File: src/rtl/apm_pkg.sv
// Shared types and constants of the AQI breakpoint mapper.
// Holds the PM2.5 and PM10 breakpoint tables and the stage payload structs.
// No dependencies.
package apm_pkg;

  localparam int TABLE_ROWS = 7;
  localparam int IDX_W      = $clog2(TABLE_ROWS);

  localparam int CONC_W = 16;   // signed input concentration
  localparam int DIFF_W = 15;   // C - Cl, never negative on a valid item
  localparam int CLO_W  = 13;
  localparam int DEN_W  = 11;   // Ch - Cl
  localparam int ILO_W  = 9;
  localparam int DI_W   = 7;    // Ih - Il
  localparam int NUM_W  = DIFF_W + DI_W;   // (Ih - Il) * (C - Cl)
  localparam int REM_W  = NUM_W + 1;       // 2 * num + den
  localparam int DIV_W  = DEN_W + 1;       // 2 * den
  localparam int Q_W    = 9;               // quotient kept below 512
  localparam int AQI_W  = 10;
  localparam int DIV_STEPS = 3;            // quotient bits per divider stage

  localparam logic [AQI_W-1:0] AQI_MAX     = AQI_W'(500);
  localparam logic [AQI_W-1:0] AQI_INVALID = '1;

  typedef struct packed {
    logic [CLO_W-1:0] c_lo;
    logic [DEN_W-1:0] den;
    logic [ILO_W-1:0] i_lo;
    logic [DI_W-1:0]  di;
  } seg_t;

  typedef seg_t seg_tab_t [TABLE_ROWS];

  // PM2.5 in tenths of ug/m3
  localparam seg_tab_t PM25_TAB = '{
    '{c_lo: 13'd0,    den: 11'd120,  i_lo: 9'd0,   di: 7'd50},
    '{c_lo: 13'd121,  den: 11'd233,  i_lo: 9'd51,  di: 7'd49},
    '{c_lo: 13'd355,  den: 11'd199,  i_lo: 9'd101, di: 7'd49},
    '{c_lo: 13'd555,  den: 11'd949,  i_lo: 9'd151, di: 7'd49},
    '{c_lo: 13'd1505, den: 11'd999,  i_lo: 9'd201, di: 7'd99},
    '{c_lo: 13'd2505, den: 11'd999,  i_lo: 9'd301, di: 7'd99},
    '{c_lo: 13'd3505, den: 11'd1499, i_lo: 9'd401, di: 7'd99}
  };

  // PM10 in whole ug/m3
  localparam seg_tab_t PM10_TAB = '{
    '{c_lo: 13'd0,   den: 11'd54, i_lo: 9'd0,   di: 7'd50},
    '{c_lo: 13'd55,  den: 11'd99, i_lo: 9'd51,  di: 7'd49},
    '{c_lo: 13'd155, den: 11'd99, i_lo: 9'd101, di: 7'd49},
    '{c_lo: 13'd255, den: 11'd99, i_lo: 9'd151, di: 7'd49},
    '{c_lo: 13'd355, den: 11'd69, i_lo: 9'd201, di: 7'd99},
    '{c_lo: 13'd425, den: 11'd79, i_lo: 9'd301, di: 7'd99},
    '{c_lo: 13'd505, den: 11'd99, i_lo: 9'd401, di: 7'd99}
  };

  // After segment lookup
  typedef struct packed {
    logic              invalid;
    logic [DIFF_W-1:0] diff;
    logic [DEN_W-1:0]  den;
    logic [ILO_W-1:0]  i_lo;
    logic [DI_W-1:0]   di;
  } seg_pl_t;

  // Through the divider: quotient of rem / (2 * den), rounded half up
  typedef struct packed {
    logic              invalid;
    logic              sat;
    logic [REM_W-1:0]  rem;
    logic [DIV_W-1:0]  dvs;
    logic [Q_W-1:0]    quot;
    logic [ILO_W-1:0]  i_lo;
  } div_pl_t;

endpackage

File: src/rtl/aqi_piecewise_mapper_top.sv
// US EPA AQI breakpoint interpolation, top level.
// Depends on apm_pkg, apm_seg_lookup, apm_scale and apm_div_stage.
//
// Usage:
//   Slave channel: s_axis_tdata carries the signed concentration, s_axis_tuser
//   selects the table (0 = PM2.5 in tenths, 1 = PM10 in whole ug/m3).
//   Master channel: m_axis_tdata carries the signed 10-bit index, 0..500, or -1
//   for a negative concentration. One result transfer per input transfer, in order.
//   From an accepted input transfer to tvalid on the master side an item passes through
//   segment lookup, scale multiply, three divider stages of three quotient
//   bits each, and the rounding/clamp output register. Throughput is one item
//   per cycle while m_axis_tready stays high; the three-stage divider sets the depth.
//   Every stage has its own valid bit and takes new data whenever it is empty or
//   its successor moves, so bubbles close up under a stall and a held result
//   never blocks accepting input while any stage is free.
//   When the receiver stalls, the result stays on m_axis_tdata unchanged; once
//   all six stages are full, s_axis_tready drops.
//   Reset (rst_ni low, asynchronous) empties every stage; nothing else is kept.
module aqi_piecewise_mapper_top #(
  parameter int SEGMENTS = 7
) (
  input  logic        clk_i,
  input  logic        rst_ni,
  input  logic        s_axis_tvalid,
  output logic        s_axis_tready,
  input  logic [15:0] s_axis_tdata,   // [15:0] concentration
  input  logic [0:0]  s_axis_tuser,   // [0] table select (0 = PM2.5, 1 = PM10)
  output logic        m_axis_tvalid,
  input  logic        m_axis_tready,
  output logic [15:0] m_axis_tdata    // [9:0] aqi, [15:10] zero
);

  // Rows of each table in use; at least one, at most the table.
  localparam int ROWS_USED = (SEGMENTS < apm_pkg::TABLE_ROWS) ?
                             ((SEGMENTS < 1) ? 1 : SEGMENTS) : apm_pkg::TABLE_ROWS;
  localparam int DIV_TOP0  = apm_pkg::Q_W - 1;
  localparam int DIV_TOP1  = DIV_TOP0 - apm_pkg::DIV_STEPS;
  localparam int DIV_TOP2  = DIV_TOP1 - apm_pkg::DIV_STEPS;

  logic              seg_valid, seg_ready;
  apm_pkg::seg_pl_t  seg_pl;
  logic              scl_valid, scl_ready;
  apm_pkg::div_pl_t  scl_pl;
  logic              dv0_valid, dv0_ready;
  apm_pkg::div_pl_t  dv0_pl;
  logic              dv1_valid, dv1_ready;
  apm_pkg::div_pl_t  dv1_pl;
  logic              dv2_valid, dv2_ready;
  apm_pkg::div_pl_t  dv2_pl;

  logic                        out_valid_q;
  logic [apm_pkg::AQI_W-1:0]   aqi_q, aqi_d;
  logic [apm_pkg::AQI_W-1:0]   sum;

  // Segment lookup: choose the row and form C - Cl
  apm_seg_lookup #(
    .ROWS_USED (ROWS_USED)
  ) u_seg (
    .clk_i   (clk_i),
    .rst_ni  (rst_ni),
    .valid_i (s_axis_tvalid),
    .ready_o (s_axis_tready),
    .pm10_i  (s_axis_tuser[0]),
    .conc_i  (s_axis_tdata),
    .valid_o (seg_valid),
    .ready_i (seg_ready),
    .pl_o    (seg_pl)
  );

  // Multiply by the index span, add the half-up rounding term
  apm_scale u_scale (
    .clk_i   (clk_i),
    .rst_ni  (rst_ni),
    .valid_i (seg_valid),
    .ready_o (seg_ready),
    .pl_i    (seg_pl),
    .valid_o (scl_valid),
    .ready_i (scl_ready),
    .pl_o    (scl_pl)
  );

  // Restoring divider, three quotient bits per stage
  apm_div_stage #(
    .TOP_BIT (DIV_TOP0)
  ) u_div0 (
    .clk_i   (clk_i),
    .rst_ni  (rst_ni),
    .valid_i (scl_valid),
    .ready_o (scl_ready),
    .pl_i    (scl_pl),
    .valid_o (dv0_valid),
    .ready_i (dv0_ready),
    .pl_o    (dv0_pl)
  );

  apm_div_stage #(
    .TOP_BIT (DIV_TOP1)
  ) u_div1 (
    .clk_i   (clk_i),
    .rst_ni  (rst_ni),
    .valid_i (dv0_valid),
    .ready_o (dv0_ready),
    .pl_i    (dv0_pl),
    .valid_o (dv1_valid),
    .ready_i (dv1_ready),
    .pl_o    (dv1_pl)
  );

  apm_div_stage #(
    .TOP_BIT (DIV_TOP2)
  ) u_div2 (
    .clk_i   (clk_i),
    .rst_ni  (rst_ni),
    .valid_i (dv1_valid),
    .ready_o (dv1_ready),
    .pl_i    (dv1_pl),
    .valid_o (dv2_valid),
    .ready_i (dv2_ready),
    .pl_o    (dv2_pl)
  );

  // Output register: take a new result when empty or when the current one
  // transfers; otherwise hold.
  assign dv2_ready = !out_valid_q || m_axis_tready;

  // Add the lower index, clamp to 500, replace a negative input by -1.
  always_comb begin
    sum = apm_pkg::AQI_W'(dv2_pl.i_lo) + apm_pkg::AQI_W'(dv2_pl.quot);
    if (dv2_pl.invalid) begin
      aqi_d = apm_pkg::AQI_INVALID;
    end else if (dv2_pl.sat || (sum > apm_pkg::AQI_MAX)) begin
      aqi_d = apm_pkg::AQI_MAX;
    end else begin
      aqi_d = sum;
    end
  end

  always_ff @(posedge clk_i or negedge rst_ni) begin
    if (!rst_ni) begin
      out_valid_q <= 1'b0;
    end else if (dv2_ready) begin
      out_valid_q <= dv2_valid;
    end
  end

  always_ff @(posedge clk_i) begin
    if (dv2_ready && dv2_valid) begin
      aqi_q <= aqi_d;
    end
  end

  assign m_axis_tvalid = out_valid_q;
  assign m_axis_tdata  = {(16 - apm_pkg::AQI_W)'(0), aqi_q};

  // An empty output register must let the whole pipeline move.
  a_ready_when_empty : assert property (
    @(posedge clk_i) disable iff (!rst_ni)
    !m_axis_tvalid |-> s_axis_tready
  ) else $error("input stalled while output register empty");

  // A result is either a valid index or the invalid marker.
  a_aqi_range : assert property (
    @(posedge clk_i) disable iff (!rst_ni)
    m_axis_tvalid |-> ((m_axis_tdata[9:0] <= apm_pkg::AQI_MAX) ||
                       (m_axis_tdata[9:0] == apm_pkg::AQI_INVALID))
  ) else $error("aqi outside 0..500 and not -1");

  // A saturated quotient on a valid concentration must land as 500.
  a_sat_clamps : assert property (
    @(posedge clk_i) disable iff (!rst_ni)
    (dv2_ready && dv2_valid && dv2_pl.sat && !dv2_pl.invalid) |=>
      (m_axis_tdata[9:0] == apm_pkg::AQI_MAX)
  ) else $error("saturated item did not clamp to 500");

endmodule

File: src/rtl/apm_seg_lookup.sv
// Segment lookup stage: picks the breakpoint row that holds the concentration.
// Uses apm_pkg tables and payload types.
module apm_seg_lookup #(
  parameter int ROWS_USED = 7
) (
  input  logic                         clk_i,
  input  logic                         rst_ni,
  input  logic                         valid_i,
  output logic                         ready_o,
  input  logic                         pm10_i,
  input  logic [apm_pkg::CONC_W-1:0]   conc_i,
  output logic                         valid_o,
  input  logic                         ready_i,
  output apm_pkg::seg_pl_t             pl_o
);

  logic                        valid_q;
  apm_pkg::seg_pl_t            pl_q, pl_d;
  logic [apm_pkg::IDX_W-1:0]   idx;
  apm_pkg::seg_t               row;
  apm_pkg::seg_t               cand;

  assign ready_o = !valid_q || ready_i;

  // Rows abut and rise, so the last row whose lower bound is reached holds C;
  // anything past the last row used extrapolates along that row.
  always_comb begin
    idx  = '0;
    cand = '0;
    for (int j = 1; j < ROWS_USED; j++) begin
      cand = pm10_i ? apm_pkg::PM10_TAB[j] : apm_pkg::PM25_TAB[j];
      if (conc_i[apm_pkg::DIFF_W-1:0] >= apm_pkg::DIFF_W'(cand.c_lo)) begin
        idx = apm_pkg::IDX_W'(j);
      end
    end
    row = pm10_i ? apm_pkg::PM10_TAB[idx] : apm_pkg::PM25_TAB[idx];
    pl_d.invalid = conc_i[apm_pkg::CONC_W-1];
    pl_d.diff    = conc_i[apm_pkg::DIFF_W-1:0] - apm_pkg::DIFF_W'(row.c_lo);
    pl_d.den     = row.den;
    pl_d.i_lo    = row.i_lo;
    pl_d.di      = row.di;
  end

  always_ff @(posedge clk_i or negedge rst_ni) begin
    if (!rst_ni) begin
      valid_q <= 1'b0;
    end else if (ready_o) begin
      valid_q <= valid_i;
    end
  end

  always_ff @(posedge clk_i) begin
    if (ready_o && valid_i) begin
      pl_q <= pl_d;
    end
  end

  assign valid_o = valid_q;
  assign pl_o    = pl_q;

endmodule

File: src/rtl/apm_scale.sv
// Scale stage: forms the rounded dividend 2*(Ih-Il)*(C-Cl) + den and divisor 2*den.
// Uses apm_pkg payload types.
module apm_scale (
  input  logic              clk_i,
  input  logic              rst_ni,
  input  logic              valid_i,
  output logic              ready_o,
  input  apm_pkg::seg_pl_t  pl_i,
  output logic              valid_o,
  input  logic              ready_i,
  output apm_pkg::div_pl_t  pl_o
);

  logic                        valid_q;
  apm_pkg::div_pl_t            pl_q, pl_d;
  logic [apm_pkg::NUM_W-1:0]   num;

  assign ready_o = !valid_q || ready_i;

  always_comb begin
    num         = apm_pkg::NUM_W'(pl_i.di) * apm_pkg::NUM_W'(pl_i.diff);
    pl_d.invalid = pl_i.invalid;
    pl_d.sat     = 1'b0;
    pl_d.rem     = {num, 1'b0} + apm_pkg::REM_W'(pl_i.den);
    pl_d.dvs     = {pl_i.den, 1'b0};
    pl_d.quot    = '0;
    pl_d.i_lo    = pl_i.i_lo;
  end

  always_ff @(posedge clk_i or negedge rst_ni) begin
    if (!rst_ni) begin
      valid_q <= 1'b0;
    end else if (ready_o) begin
      valid_q <= valid_i;
    end
  end

  always_ff @(posedge clk_i) begin
    if (ready_o && valid_i) begin
      pl_q <= pl_d;
    end
  end

  assign valid_o = valid_q;
  assign pl_o    = pl_q;

endmodule

File: src/rtl/apm_div_stage.sv
// One stage of the restoring divider: resolves DIV_STEPS quotient bits from TOP_BIT down.
// Uses apm_pkg payload types.
module apm_div_stage #(
  parameter int TOP_BIT = 8
) (
  input  logic              clk_i,
  input  logic              rst_ni,
  input  logic              valid_i,
  output logic              ready_o,
  input  apm_pkg::div_pl_t  pl_i,
  output logic              valid_o,
  input  logic              ready_i,
  output apm_pkg::div_pl_t  pl_o
);

  logic                        valid_q;
  apm_pkg::div_pl_t            pl_q, pl_d;
  logic [apm_pkg::REM_W-1:0]   dsh;

  assign ready_o = !valid_q || ready_i;

  always_comb begin
    pl_d = pl_i;
    // A quotient past the bits still to come means the index is past 500;
    // only the top stage can see this first, later it fires only on an item already saturated.
    dsh = apm_pkg::REM_W'(pl_i.dvs) << (TOP_BIT + 1);
    if (pl_i.rem >= dsh) begin
      pl_d.sat = 1'b1;
    end
    for (int s = 0; s < apm_pkg::DIV_STEPS; s++) begin
      dsh = apm_pkg::REM_W'(pl_i.dvs) << (TOP_BIT - s);
      if (pl_d.rem >= dsh) begin
        pl_d.rem                 = pl_d.rem - dsh;
        pl_d.quot[TOP_BIT - s]   = 1'b1;
      end
    end
  end

  always_ff @(posedge clk_i or negedge rst_ni) begin
    if (!rst_ni) begin
      valid_q <= 1'b0;
    end else if (ready_o) begin
      valid_q <= valid_i;
    end
  end

  always_ff @(posedge clk_i) begin
    if (ready_o && valid_i) begin
      pl_q <= pl_d;
    end
  end

  assign valid_o = valid_q;
  assign pl_o    = pl_q;

endmodule
File: config.mk
export PLATFORM = sky130hd
export DESIGN_NAME = aqi_piecewise_mapper_top
export DESIGN_NICKNAME = d
export VERILOG_FILES = /design/src/rtl/apm_pkg.sv /design/src/rtl/aqi_piecewise_mapper_top.sv /design/src/rtl/apm_seg_lookup.sv /design/src/rtl/apm_scale.sv /design/src/rtl/apm_div_stage.sv
export SDC_FILE = /design/constraint.sdc
export NUM_CORES = 1
export LEC_CHECK = 0
export BUFFER_PORTS_ARGS = -buffer_cell sky130_fd_sc_hd__buf_2
export CAP_MARGIN = 5
export CORE_MARGIN = 2
export CORE_UTILIZATION = 50
export DETAILED_ROUTE_END_ITERATION = 10
export HOLD_SLACK_MARGIN = 0.08
export PLACE_DENSITY = 0.78
export SLEW_MARGIN = 10
export SYNTH_ARGS = -nofsm -noshare
export SYNTH_HDL_FRONTEND = slang
export SYNTH_SLANG_ARGS = --single-unit
export TNS_END_PERCENT = 30
File: constraint.sdc
create_clock -name clk_i -period 7.8 [get_ports clk_i]
set_input_delay 0 -clock clk_i [delete_from_list [all_inputs] [get_ports clk_i]]
set_output_delay 0 -clock clk_i [all_outputs]
set_load 0.01 [all_outputs]
==> results.cfg, run 1 <==
[global_routing]
track_usage_pct = 23.18
antenna_found_initial = 1
overflow = 0
grt_pass1_wl_um = 73730
grt_pass1_vias = 14890
grt_max_degree = 50

[final_layout]
area_delta_synth_final_pct = 12.02
drive_gt1_share_pct = 10.65
fin_util_pct = 56.46
layout.nets = 2356
diodes = 0

[logic_synthesis]
syn_area_per_cell_um2 = 9.704
synth.area.top_cells = edfxtp_1 33%, ha_1 16%, fa_1 4.8%
yosys.area.top_type = edfxtp_1
synth_top_area_share_pct = 32.73
synth_ff_type = edfxtp_1
seq_area_frac_synth_pct = 33.53
synth_common_cells = 242 x ha_1, 205 x edfxtp_1, 174 x inv_1
ys_types = 84
synth_edf_count = 205
async_flop_share_pct = 2.844
ys_warn_count = 0
syn_inst = 1938
yosysMostFrequentCell = ha_1
syn-cell-area_um2 = 18810
ys_ff_latch = 211

[clock_network]
clk_pin_slew_ps = 60
h-tree-depth = 1
clock_sinks = 211
cts_buffers = 23
cts_tree = yes
cts_root_buf = clkbuf_16
clock_latency_ps = 540
clk_path_buf_depth = 3

[floorplan]
io_pins = 39
die_h_um = 197.9
design.core.area_um2 = 37310
initial_core_util_pct = 50.40
dieArea_um2 = 39180
die_x_um = 197.9
rows = 71

[detailed_routing]
dr.first_iter.drc_count = 937
routed_wl_um = 44590
dr.pass1.iters = 6
via_per_inst = 5.901
drc = 0
antenna_left = 0
wl_per_cell_um = 17.56
via_count = 14980

[setup_path]
cp-start-kind = flip-flop
crit_fanout = 16
reg2reg_depth = 30
required_ps = 8080
crit_type = reg -> reg
end_kind = flip-flop
slowest_stage = or4_1
cp_slowest_stage_delay_ps = 510
worstPathArrival_ps = 7640

[run_status]
status = complete, no violations

[timing]
whs_ps = 176.1
slew_headroom_pct = 29.47
fin_crit_sh_pct = 94.45
fin_crit_ps = 7367
setup_violations = 0
worst_slew_pin_slew_ps = 1058
skew_ps = 15.14
max_freq_mhz = 135.7
hold_viol = 0
drv_slew = 0
setup_ws_ps = 433.2

[placed_design]
place_hpwl_um = 34650
gp_congestion = 0.9310
pre_cts_ws_ps = -220.2
portBuffers = 32

[min_path]
worstHoldPathType = in -> reg
min_delay_path_depth = 2

[flow_run]
maxCapViolations = 0
==> sequential cells by signal (all words and copies together), names as in the netlist <==
register / flops
m_axis_tvalid: 1
u_scale.valid_o: 1
u_div1.valid_o: 1
u_div0.pl_o: 46
u_seg.valid_o: 1
u_div2.pl_o: 20
u_div1.pl_o: 49
u_scale.pl_o: 42
u_div0.valid_o: 1
u_div2.valid_o: 1
aqi_q: 10
u_seg.pl_o: 38
==> area by class of cell <==
cell class | count | area, um2
Inverter | 175 | 664.4
Fill cell | 3110 | 16240
Clock inverter | 17 | 245.2
Clock buffer | 25 | 583.1
Multi-Input combinational cell | 1522 | 11830
Tap cell | 474 | 593.1
Sequential cell | 211 | 6306
Timing Repair Buffer | 115 | 844.6
==> worst max-delay path: cells and delay by family (launching register included) <==
family,cells,cell delay [ps]
adder cells (fa/ha/maj),2,710
flip-flops,1,380
XOR/XNOR,1,160
multiplexers,3,900
AND/OR/NAND/NOR,12,2750
AO/OA/AOI/OAI,9,1730
buffers and inverters,3,460
==> placed cells by master, fill, tap and decap left out, types with 29 or more instances in the layout <==
| master | count |
|---|---|
| a21o_1 | 53 |
| a21oi_1 | 138 |
| and2_1 | 63 |
| buf_2 | 32 |
| buf_4 | 57 |
| edfxtp_1 | 205 |
| fa_1 | 45 |
| ha_1 | 241 |
| inv_1 | 172 |
| nand2_1 | 128 |
| nand2b_1 | 34 |
| nand3_1 | 39 |
| nor2_1 | 126 |
| nor2b_1 | 29 |
| nor3_1 | 32 |
| o21a_1 | 32 |
| o21ai_0 | 92 |
| xnor2_1 | 94 |
| xor2_1 | 38 |
==> layer usage <==
metal	vias to the layer above	wire, um	track usage (%)
li1	7276	-	-
met1	7184	18790	28.64
met2	405	22290	41.72
met3	116	1825	2.776
met4	2	1653	8.131
met5	-	18	0
==> kinds of logic after synthesis <==
logic type / Yosys count / synth area share, %
flops: 211 / 33.53
simple gates: 574 / 16.01
mux: 42 / 2.568
fa+ha+maj: 287 / 20.89
xor+xnor: 133 / 6.234
compound gates: 480 / 16.34
buf+inv: 210 / 4.398
other cells: 1 / 0.01994
==> timing repair <==
| action | 4_1_cts | 5_1_grt |
|---|---|---|
| hold buffers | 24 | 0 |
| setup buffers | 0 | 9 |
| resized for setup | 3 | 39 |
| pin swaps | 0 | 3 |
| setup endpoints to repair | 1 | 39 |
| hold endpoints to repair | 31 | 0 |
==> worst paths after layout <==
check / start / to / slack [ps]
worst max-delay path: u_scale.pl_o[32]$_DFFE_PP_ / u_div0.pl_o[50]$_DFFE_PP_ / 430
worst min-delay path: s_axis_tdata[15] / u_seg.pl_o[42]$_DFFE_PP_ / 180
worst max register to register: u_scale.pl_o[32]$_DFFE_PP_ / u_div0.pl_o[50]$_DFFE_PP_ / 430
worst min register to register: u_scale.pl_o[7]$_DFFE_PP_ / u_div0.pl_o[7]$_DFFE_PP_ / 420
max in group asynchronous: rst_ni / m_axis_tvalid$_DFFE_PN0P_ / 7170
min in group asynchronous: rst_ni / u_scale.valid_o$_DFFE_PN0P_ / 400
==> stage by stage <==
stage,cell area [um2],setup TNS [ps],instances
floorplan,18830,-12.98,1943
CTS,20880,0,2530
global placement,19800,-209.8,2464
detailed placement,19800,-220.2,2464
global route,21070,-169.9,2539
finish,21070,0,2539
Power of run 1 is left out: the tool's default activity adds up to more than one toggle a clock period on the data nets, which glitch-free logic cannot reach.
==> inputs of run 2 (changes only) <==
--- a/config.mk
+++ b/config.mk
@@ -9,6 +9,7 @@
 export CAP_MARGIN = 5
 export CORE_MARGIN = 2
 export CORE_UTILIZATION = 50
+export CTS_BUF_LIST = sky130_fd_sc_hd__clkbuf_4
 export DETAILED_ROUTE_END_ITERATION = 10
 export HOLD_SLACK_MARGIN = 0.08
 export PLACE_DENSITY = 0.78
==> results.cfg, run 2 (synthesized netlist as in run 1, its figures left out) <==
[floorplan]
dieArea_um2 = 39180
rows = 71
die_h_um = 197.9
design.core.area_um2 = 37310
initial_core_util_pct = 50.40
die_x_um = 197.9
io_pins = 39

[global_routing]
overflow = 0
grt_pass1_wl_um = 73230
track_usage_pct = 23.09
grt_max_degree = 50
antenna_found_initial = 1
grt_pass1_vias = 15070

[setup_path]
worstPathArrival_ps = 7850
crit_type = reg -> reg
crit_family = simple AND/OR/NAND/NOR gates
cp_slowest_stage_delay_ps = 500
reg2reg_depth = 27
slowest_stage = or4_4
rr_startpoint = u_scale.pl_o[34]$_DFFE_PP_
path_buf_inv = 3
end_kind = flip-flop
crit_fanout = 16
reg2reg_to = u_div0.pl_o[39]$_DFFE_PP_
cp-start-kind = flip-flop
r2r_setup_slack_ps = 350
required_ps = 8200

[detailed_routing]
routed_wl_um = 44130
antenna_left = 0
dr.first_iter.drc_count = 1021
via_per_inst = 5.805
via_count = 15130
wl_per_cell_um = 16.93
drc = 0
dr.pass1.iters = 10

[final_layout]
area_delta_synth_final_pct = 11.80
drive_gt1_share_pct = 12.15
largest_reg_flops = 49
final_cell_mix = 242 x ha_1, 205 x edfxtp_1, 173 x inv_1
final-instance-count-excl-fill = 2606
layout.nets = 2396
final_common_cell = ha_1

[flow_run]
maxCapViolations = 0

[timing]
hold_viol = 0
drv_slew = 0
max_freq_mhz = 134.3
setup_ws_ps = 353.8
rsz0062_at_grt = yes
setup_violations = 0
fin_crit_ps = 7446
skew_ps = 66.12
slew_headroom_pct = 28.86
worst_slew_pin_slew_ps = 1067
fin_crit_sh_pct = 95.46

[placed_design]
pre_cts_ws_ps = -220.2
numPlacedInstances = 2464
place_hpwl_um = 34650
gp_congestion = 0.9310
portBuffers = 32

[clock_network]
clk_pin_slew_ps = 70
h-tree-depth = 2
cts_tree = yes
clock_sinks = 211
cts_root_buf = clkbuf_4
clk_path_buf_depth = 3
clock_latency_ps = 700
cts_buffers = 54

[min_path]
worstHoldPathType = in -> async

[run_status]
status = complete, no violations
-- run 2: changes by cell type in the layout (fill, tap and decap cells not counted), moves of 2 or more --
| cell | change |
|---|---|
| clkbuf_4 | +74 |
| clkbuf_16 | -23 |
| clkinv_1 | +15 |
| dlygate4sd3_1 | +10 |
| inv_6 | -4 |
| bufinv_16 | -3 |
| clkbuf_1 | -2 |
| clkinv_2 | +2 |
| clkinvlp_4 | -2 |
-- run 2: layer usage --
layer | GRT usage [%] | up-vias | routed length (um)
met5 | 0 | - | 0
li1 | - | 7395 | -
met2 | 41.16 | 418 | 21960
met4 | 8.716 | 0 | 1549
met3 | 3.253 | 106 | 2005
met1 | 28.29 | 7208 | 18620
-- run 2: how the worst max path moves through the flow --
stage,from,endpoint,slack [ps],depth (start not counted)
after detailed placement,u_div1.pl_o[0]$_DFFE_PP_,u_div2.pl_o[9]$_SDFFCE_PP1P_,-220,36
after global placement,u_div1.pl_o[0]$_DFFE_PP_,u_div2.pl_o[9]$_SDFFCE_PP1P_,-210,36
after floorplan,u_scale.pl_o[0]$_DFFE_PP_,u_div0.pl_o[50]$_DFFE_PP_,-10,37
final,u_scale.pl_o[34]$_DFFE_PP_,u_div0.pl_o[39]$_DFFE_PP_,350,27
after global routing,u_div0.pl_o[37]$_DFFE_PP_,u_div1.pl_o[37]$_DFFE_PP_,-80,33
after CTS,u_div1.pl_o[33]$_DFFE_PP_,u_div2.pl_o[9]$_SDFFCE_PP1P_,140,37
-- run 2: worst min-delay path, stage by stage --
cell and delay (ps):
dlygate4sd3_1 530, buf_2 100, dlygate4sd3_1 730
-- run 2: per-stage QoR --
step / instance area (um2) / hold slack [ps] / utilization [%] / TNS, ps
floorplan: 18830 / -295.6 / - / -12.98
global placement: 19800 / -176.0 / 53.08 / -209.8
detailed placement: 19800 / -169.7 / 53.08 / -220.2
CTS: 20870 / 238.1 / 55.93 / 0
global route: 21030 / 271.1 / 56.35 / -662.0
finish: 21030 / 304.7 / 56.35 / 0
-- run 2: cell type report --
class | instances | area [um2]
inverter | 175 | 660.6
fill | 3150 | 16290
clock inverter | 25 | 151.4
clock buffer | 74 | 555.5
antenna | 1 | 2.502
tap | 474 | 593.1
timing repair buffer | 124 | 937.1
multi-input combinational | 1522 | 11820
sequential | 211 | 6306
-- run 2: repair_timing --
action / 4_1_cts / 5_1_grt
endpoints found under the setup margin: 1 / 39
endpoints found under the hold margin: 72 / 0
resized for setup: 3 / 34
setup buffers: 1 / 7
hold buffers: 34 / 0
pin swaps: 0 / 3
Power of run 2 is left out for the same reason.
